File: src/hw/rtl/key_event_generator_fifo_top_defines.svh
// Assertion macros for the key event generator.
`ifndef KEY_EVENT_GENERATOR_FIFO_TOP_DEFINES_SVH
`define KEY_EVENT_GENERATOR_FIFO_TOP_DEFINES_SVH

// Same-cycle implication, checked at every clock edge outside reset.
`define KEG_ASSERT_NOW(label, ante, cons, msg) \
  label: assert property (@(posedge clk) disable iff (rst) (ante) |-> (cons)) \
    else $error(msg);

// Next-cycle implication, checked at every clock edge outside reset.
`define KEG_ASSERT_NEXT(label, ante, cons, msg) \
  label: assert property (@(posedge clk) disable iff (rst) (ante) |=> (cons)) \
    else $error(msg);

`endif

File: src/hw/rtl/keg_pkg.sv
// Shared types and constants for the key event generator.
package keg_pkg;

  localparam int NUM_KEYS_DEF   = 13;
  localparam int RING_DEPTH_DEF = 16;

  localparam int HOLD_W = 16;
  localparam int REP_W  = 8;
  localparam int CODE_W = 6;

  localparam logic [HOLD_W-1:0] LONG_TIME_RST    = 16'd100;
  localparam logic [REP_W-1:0]  REPEAT_SPEED_RST = 8'd0;

  localparam logic [CODE_W-1:0] CODE_PRESS   = 6'd1;
  localparam logic [CODE_W-1:0] CODE_RELEASE = 6'd2;
  localparam logic [CODE_W-1:0] CODE_LONG    = 6'd3;

  localparam logic REG_LONG_TIME    = 1'b0;
  localparam logic REG_REPEAT_SPEED = 1'b1;

  typedef enum logic [1:0] {
    OP_SAMPLE = 2'd0,
    OP_POP1   = 2'd1,
    OP_POP2   = 2'd2,
    OP_CLEAR  = 2'd3
  } op_t;

  typedef enum logic [1:0] {
    ST_IDLE,
    ST_EXEC,
    ST_PUSH2
  } state_t;

  typedef struct packed {
    logic              flag;
    logic [HOLD_W-1:0] hold;
    logic [REP_W-1:0]  rep;
  } key_entry_t;

endpackage

File: src/hw/rtl/key_event_generator_fifo_top.sv
// Key event generator with per-key state memory and a two-reader event ring.
//
//   channel  | handshake           | payload
//   ---------+---------------------+-------------------------------------
//   request  | start / busy        | op, key_index, pressed
//   result   | done (one cycle)    | key_code, key_state, events_added
//   config   | psel/penable/pready | paddr, pwdata, prdata
//
// A request passes through ST_EXEC, and also through ST_PUSH2 when a sample
// pushes two codes, since the event ring has one write port. The key memory
// and ring are read in the accept cycle and written back next. The result
// strobe comes in the cycle after the update; the next request is taken then
// unless in ST_PUSH2. Reset clears per-key state through valid bits at once.
`include "key_event_generator_fifo_top_defines.svh"

module key_event_generator_fifo_top #(
  parameter int NUM_KEYS   = keg_pkg::NUM_KEYS_DEF,
  parameter int RING_DEPTH = keg_pkg::RING_DEPTH_DEF
) (
  input  logic                        clk,
  input  logic                        rst,
  input  logic                        start,
  output logic                        busy,
  input  logic [1:0]                  op,
  input  logic [3:0]                  key_index,
  input  logic                        pressed,
  output logic                        done,
  output logic [keg_pkg::CODE_W-1:0]  key_code,
  output logic                        key_state,
  output logic [1:0]                  events_added,
  input  logic                        psel,
  input  logic                        penable,
  input  logic                        pwrite,
  input  logic [2:0]                  paddr,
  input  logic [31:0]                 pwdata,
  output logic [31:0]                 prdata,
  output logic                        pready
);
  import keg_pkg::*;

  localparam int KEY_AW = (NUM_KEYS > 1) ? $clog2(NUM_KEYS) : 1;
  localparam int PTR_W  = $clog2(RING_DEPTH);
  localparam logic [PTR_W-1:0] PTR_LAST = PTR_W'(RING_DEPTH - 1);

  state_t state, state_next;

  logic [HOLD_W-1:0] long_time;
  logic [REP_W-1:0]  repeat_speed;
  logic              cfg_wr;

  key_entry_t        key_mem [NUM_KEYS];
  logic [CODE_W-1:0] ring_mem [RING_DEPTH];
  logic [NUM_KEYS-1:0] key_valid;
  logic [NUM_KEYS-1:0] rep_valid;

  logic [PTR_W-1:0] wp, rp1, rp2;

  logic              accept;
  logic              in_range;
  logic [KEY_AW-1:0] addr;

  op_t               op_q;
  logic [KEY_AW-1:0] addr_q;
  logic [3:0]        idx_q;
  logic              down_q;
  logic              inr_q;
  logic              kv_q;
  logic              rv_q;
  key_entry_t        kent_q;
  logic [CODE_W-1:0] ring_q;
  logic [CODE_W-1:0] code2_q;

  logic              cur_flag;
  logic [HOLD_W-1:0] cur_hold;
  logic [REP_W-1:0]  cur_rep;
  logic [HOLD_W-1:0] hold_inc;
  logic [REP_W-1:0]  rep_inc;
  key_entry_t        kent_next;
  logic              push_press, push_rel, push_long, push_rep;
  logic              push1, push2;
  logic [CODE_W-1:0] base;
  logic [CODE_W-1:0] code1;
  logic              key_wr;
  logic              pop_sel, pop_empty;
  logic [PTR_W-1:0]  pop_ptr;

  assign accept   = start && !busy;
  assign in_range = {3'b000, key_index} < 7'(NUM_KEYS);
  assign addr     = KEY_AW'(key_index);
  assign cfg_wr   = psel && penable && pwrite && pready;
  assign pready   = 1'b1;

  always_comb begin
    case (paddr[2])
      REG_LONG_TIME:    prdata = {16'd0, long_time};
      REG_REPEAT_SPEED: prdata = {24'd0, repeat_speed};
      default:          prdata = '0;
    endcase
  end

  always_ff @(posedge clk) begin
    if (rst) begin
      long_time    <= LONG_TIME_RST;
      repeat_speed <= REPEAT_SPEED_RST;
    end else if (cfg_wr) begin
      case (paddr[2])
        REG_LONG_TIME:    long_time    <= pwdata[HOLD_W-1:0];
        REG_REPEAT_SPEED: repeat_speed <= pwdata[REP_W-1:0];
        default:          ;
      endcase
    end
  end

  // FSM
  always_comb begin
    state_next = state;
    case (state)
      ST_IDLE:  if (accept) state_next = ST_EXEC;
      ST_EXEC:  state_next = push2 ? ST_PUSH2 : ST_IDLE;
      ST_PUSH2: state_next = ST_IDLE;
      default:  state_next = ST_IDLE;
    endcase
  end

  always_comb begin
    case (state)
      ST_IDLE: busy = 1'b0;
      default: busy = 1'b1;
    endcase
  end

  always_ff @(posedge clk) begin
    if (rst) state <= ST_IDLE;
    else     state <= state_next;
  end

  // Request capture and memory reads
  always_ff @(posedge clk) begin
    if (accept) begin
      op_q   <= op_t'(op);
      addr_q <= addr;
      idx_q  <= key_index;
      down_q <= pressed;
      inr_q  <= in_range;
      if (in_range) begin
        kent_q <= key_mem[addr];
        kv_q   <= key_valid[addr];
        rv_q   <= rep_valid[addr];
      end else begin
        kv_q <= 1'b0;
        rv_q <= 1'b0;
      end
      ring_q <= ring_mem[(op_t'(op) == OP_POP2) ? rp2 : rp1];
    end
  end

  // Key update
  always_comb begin
    cur_flag   = kv_q ? kent_q.flag : 1'b0;
    cur_hold   = kv_q ? kent_q.hold : '0;
    cur_rep    = rv_q ? kent_q.rep  : '0;
    hold_inc   = cur_hold + 1'b1;
    rep_inc    = cur_rep + 1'b1;
    kent_next  = '{flag: cur_flag, hold: cur_hold, rep: cur_rep};
    push_press = 1'b0;
    push_rel   = 1'b0;
    push_long  = 1'b0;
    push_rep   = 1'b0;
    if (down_q) begin
      kent_next.flag = 1'b1;
      push_press     = !cur_flag;
      if (long_time != '0) begin
        if (cur_hold < long_time) begin
          kent_next.hold = hold_inc;
          push_long      = (hold_inc == long_time);
        end else if (repeat_speed != '0) begin
          if (rep_inc >= repeat_speed) begin
            kent_next.rep = '0;
            push_rep      = 1'b1;
          end else begin
            kent_next.rep = rep_inc;
          end
        end
      end
    end else begin
      kent_next = '{flag: 1'b0, hold: '0, rep: '0};
      push_rel  = cur_flag;
    end
  end

  assign key_wr = (state == ST_EXEC) && (op_q == OP_SAMPLE) && inr_q;
  assign base   = CODE_W'({idx_q, 1'b0}) + CODE_W'(idx_q);
  assign push1  = key_wr && (push_press || push_rel || push_long || push_rep);
  assign push2  = key_wr && push_press && push_long;

  always_comb begin
    if (push_press)    code1 = base + CODE_PRESS;
    else if (push_rel) code1 = base + CODE_RELEASE;
    else if (push_long) code1 = base + CODE_LONG;
    else               code1 = base + CODE_PRESS;
  end

  always_ff @(posedge clk) begin
    if (key_wr) key_mem[addr_q] <= kent_next;
  end

  always_ff @(posedge clk) begin
    if (rst) begin
      key_valid <= '0;
      rep_valid <= '0;
    end else begin
      if (key_wr) key_valid[addr_q] <= 1'b1;
      if (cfg_wr) begin
        rep_valid <= '0;
      end else if (key_wr) begin
        rep_valid[addr_q] <= 1'b1;
      end
    end
  end

  // Event ring
  assign pop_sel   = (state == ST_EXEC) && ((op_q == OP_POP1) || (op_q == OP_POP2));
  assign pop_ptr   = (op_q == OP_POP2) ? rp2 : rp1;
  assign pop_empty = (pop_ptr == wp);

  always_ff @(posedge clk) begin
    if (push1) ring_mem[wp] <= code1;
    else if (state == ST_PUSH2) ring_mem[wp] <= code2_q;
  end

  always_ff @(posedge clk) begin
    if (push2) code2_q <= base + CODE_LONG;
  end

  always_ff @(posedge clk) begin
    if (rst) begin
      wp  <= '0;
      rp1 <= '0;
      rp2 <= '0;
    end else begin
      if (push1 || (state == ST_PUSH2)) wp <= (wp == PTR_LAST) ? '0 : wp + 1'b1;
      if (pop_sel && !pop_empty) begin
        if (op_q == OP_POP2) rp2 <= (rp2 == PTR_LAST) ? '0 : rp2 + 1'b1;
        else                 rp1 <= (rp1 == PTR_LAST) ? '0 : rp1 + 1'b1;
      end
      if ((state == ST_EXEC) && (op_q == OP_CLEAR)) rp1 <= wp;
    end
  end

  // Result register
  always_ff @(posedge clk) begin
    if (rst) done <= 1'b0;
    else     done <= (state == ST_EXEC);
  end

  always_ff @(posedge clk) begin
    if (state == ST_EXEC) begin
      key_code     <= (pop_sel && !pop_empty) ? ring_q : '0;
      key_state    <= key_wr ? kent_next.flag : 1'b0;
      events_added <= {1'b0, push1} + {1'b0, push2};
    end
  end

  `KEG_ASSERT_NEXT(a_exec_done, state == ST_EXEC, done, "update not followed by result")
  `KEG_ASSERT_NEXT(a_accept_busy, accept, busy && (state == ST_EXEC), "request not taken")
  `KEG_ASSERT_NOW(a_sample_no_code, done && (events_added != 2'd0), key_code == '0,
                  "sample result carries a code")
  `KEG_ASSERT_NEXT(a_push2_origin, push2, state == ST_PUSH2, "second push lost")

endmodule

File: config.mk
export PLATFORM = sky130hd
export DESIGN_NAME = key_event_generator_fifo_top
export DESIGN_NICKNAME = d
export VERILOG_FILES = /design/src/hw/rtl/keg_pkg.sv /design/src/hw/rtl/key_event_generator_fifo_top.sv
export VERILOG_INCLUDE_DIRS = /design/src /design/src/hw/rtl
export SDC_FILE = /design/constraint.sdc
export NUM_CORES = 1
export LEC_CHECK = 0
export ABC_AREA = 1
export BUFFER_PORTS_ARGS = -buffer_cell sky130_fd_sc_hd__buf_2
export CAP_MARGIN = 30
export CORE_MARGIN = 2
export CORE_UTILIZATION = 53
export CTS_CLUSTER_DIAMETER = 60
export DETAILED_ROUTE_END_ITERATION = 10
export PLACE_DENSITY = 0.7
export SYNTH_ARGS = -nofsm -noshare
export SYNTH_HDL_FRONTEND = slang
export SYNTH_SLANG_ARGS = --single-unit
File: constraint.sdc
create_clock -name clk -period 6.1 [get_ports clk]
set_input_delay 1.22 -clock clk [delete_from_list [all_inputs] [get_ports clk]]
set_output_delay 1.22 -clock clk [all_outputs]
set_load 0.005 [all_outputs]
==> impl_metrics.ini <==
[yosys]
synth_flop_cell = edfxtp_1
synth_edf_count = 477
synthesis.area_sq_um = 24030
syn_avg_cell_area_sq_um = 11.01
yosysUniqueCellTypes = 47
yosysSeqAreaShare_pct = 65.01
ys_warn_count = 0
synthCells = 2183
ys_seq_elements = 542
async_flop_share_pct = 0

[clock_network]
cts_made_buffers = 55
htree_levels = 2
clkLatencyLatePin_ns = 0.62
cts_root_buffer = clkbuf_16
clk_pin_slew_ns = 0.06
post_cts_buffers = 0
postCtsResizedCells = 0
cts_tree = yes
clock_path_buffers = 3
postCtsHoldBufs = 0
cts.sinks = 542

[sta]
clock.fmax_ghz = 0.2243
fin_tns_setup_ns = 0
post-route-min-period_ns = 4.458
hold_violations = 0
skew_ns = 0.05800
relSlewSlack_pct = 22.92
rsz0062_at_grt = no
setup_violations = 0
drv_slew = 0
fin_hold_ws_ns = 0.4590
min_period_over_period_pct = 73.08
worst_pin_slew_ns = 1.156

[worst_setup_path]
reg2reg_from = kv_q$_SDFFCE_PP0P_
crit_start = kv_q$_SDFFCE_PP0P_
critical_path_class = reg2reg
reg2reg_slack_ns = 1.64
arrival_ns = 4.81
crit_end = events_added[0]$_DFFE_PP_
cp.required_ns = 6.46
startpoint_type = flip-flop
r2r_end = events_added[0]$_DFFE_PP_
cp-end-kind = flip-flop
worstRegToRegCells = 16
crit_fanout = 24

[floorplanning]
core.rowCount = 78
core_sq_um = 45090
die-area_sq_um = 47070
die_h_um = 217.0
start_util_pct = 53.31
num_io_pins = 92
die_w_um = 217.0

[routing]
drt-total-wl_um = 58890
wl_per_cell_um = 20.43
drt_first_pass_iters = 6
drtAntennaViolNets = 0
drtIter0Drc = 1924
num_vias = 16930
viasPerCell = 5.874
drc_errors = 0

[global_route]
overflow = 0
grt_pass1_vias = 15920
grt_max_degree = 76
grt_usage_pct = 24.96
grt_antenna_before_repair = 0
grt_pass1_wl_um = 90800

[layout]
final_area_sq_um = 27050
final_cells = 2882
drive_above_1_share_pct = 10.87
finalNetCount = 2342
final_common_cell = edfxtp_1
mostFrequentLayoutCells = edfxtp_1 (477), nand2_1 (351), nor2_1 (211)
area_growth_pct = 12.54
n_antenna_cell = 0

[worst_hold_path]
min_path_type = reg2reg
hold_depth = 2

[placed_design]
gp_congestion = 0.8854
io_buffers = 56
hpwl_um = 36520
placed_cell_area_sq_um = 25170
dp_cells = 2772

[power]
power_density_nw_per_um2 = 304.8
pwr-share-comb_pct = 9.1
p_int_mw = 6.259
ir_drop_mv = 0.2214
clkPwrFrac_pct = 40.0
p_leak_nw = 9.838
pwr-share-seq_pct = 50.9
power.switching_mw = 1.985
swShare_pct = 24.08

[job]
drv_cap = 0

[outcome]
status = complete, no violations
-- how the worst min path moves through the flow --
stage / startpoint / end / slack (ns)
6_report: key_valid[11]$_SDFFE_PP0P_ / key_valid[11]$_SDFFE_PP0P_ / 0.46
3_3_place_gp: key_valid[8]$_SDFFE_PP0P_ / key_valid[8]$_SDFFE_PP0P_ / 0.44
4_1_cts: key_valid[11]$_SDFFE_PP0P_ / key_valid[11]$_SDFFE_PP0P_ / 0.46
2_1_floorplan: rep_valid[11]$_SDFFE_PP0P_ / rep_valid[11]$_SDFFE_PP0P_ / 0.43
5_1_grt: key_valid[4]$_SDFFE_PP0P_ / key_valid[4]$_SDFFE_PP0P_ / 0.48
3_5_place_dp: key_valid[11]$_SDFFE_PP0P_ / key_valid[11]$_SDFFE_PP0P_ / 0.45
-- state kept, by name (all words and copies together) (netlist names) --
register / cells
code2_q: 6
wp: 4
rep_valid: 13
ring_q: 6
idx_q: 4
key_state: 1
events_added: 2
repeat_speed: 8
done: 1
rv_q: 1
key_code: 6
kent_q: 25
rp2: 4
key_valid: 13
kv_q: 1
key_mem: 325
inr_q: 1
long_time: 16
down_q: 1
state: 2
rp1: 4
ring_mem: 96
op_q: 2
-- metal layers --
metal  track usage [%]  vias to the layer above  wire length (um)
met3             3.410                       85              4921
met5                 0                        -                 0
li1                  -                     7900                 -
met4             6.393                        0              1164
met2             39.11                      748             26940
met1             37.02                     8197             25860
-- cell usage after synthesis (18+ instances only) --
library cell  instances  share of area, %
edfxtp_1            477                60
nand2_1             351               5.5
nor2_1              223               3.5
o21ai_0             152               3.2
inv_1               149               2.3
a21oi_1             134               2.8
nor3_1              110               2.3
clkbuf_1             99               1.5
dfxtp_1              65               5.4
nand3_1              62               1.3
ha_1                 54               2.8
nor4_1               53               1.4
a211oi_1             30              0.94
a311oi_1             25              0.91
nand4_1              19              0.49
xor2_1               19              0.69
buf_4                18              0.56
-- worst max-delay path, cell delays in order, from the launching register on --
cell      delay (ns)
edfxtp_1        1.01
nand2_1         0.25
inv_1           0.18
ha_1            0.26
nand3_2         0.12
nor2_4          0.25
nand2_2         0.10
clkinv_1        0.06
nand2_1         0.05
nand3_1         0.13
nand3_1         0.09
nor2_1          0.12
nand4_1         0.10
nor2_1          0.09
nand3b_1        0.19
nor3_1          0.79
ha_1            0.37
-- cell families (layout without fill, tap and decap cells) --
| kind of cell | after synthesis | count (layout) | share of synthesized area, % |
|---|---|---|---|
| AOI/OAI and AO/OA | 422 | 422 | 10.40 |
| xor gates and xnor gates | 26 | 26 | 1.005 |
| adders and majority gates | 55 | 55 | 2.894 |
| buffers and inverters | 279 | 363 | 4.670 |
| DFF | 542 | 542 | 65.01 |
| other | 2 | 17 | 0.03125 |
| and+or+nand+nor | 857 | 857 | 15.99 |
-- stage by stage --
stage / setup slack (ns) / total power [mW] / util, %
after detailed placement: 1.672 / 4.996 / 55.83
after global placement: 1.717 / 4.963 / 55.24
after CTS: 1.629 / 8.262 / 59.78
after floorplan: 2.310 / 4.740 / -
after global routing: 1.201 / 8.512 / 59.99
final: 1.642 / 8.245 / 59.99
-- final cells by class --
type                       instances  area, sq um
sequential                       542        15630
multi-input combinational       1377         7448
clock inverter                    31        307.8
fill                            3628        18040
timing repair buffer             106        853.3
tap                              600        750.7
clock buffer                      69         1470
inverter                         157        591.8
-- power by group through the flow --
stage | sequential (mW) | clock [mW] | combinational (mW)
floorplan | 4.26 | 0 | 0.481
global placement | 4.27 | 0 | 0.689
detailed placement | 4.27 | 0 | 0.722
CTS | 4.19 | 3.34 | 0.726
global route | 4.20 | 3.49 | 0.829
finish | 4.19 | 3.30 | 0.749
Power figures use the tool's default switching activity.
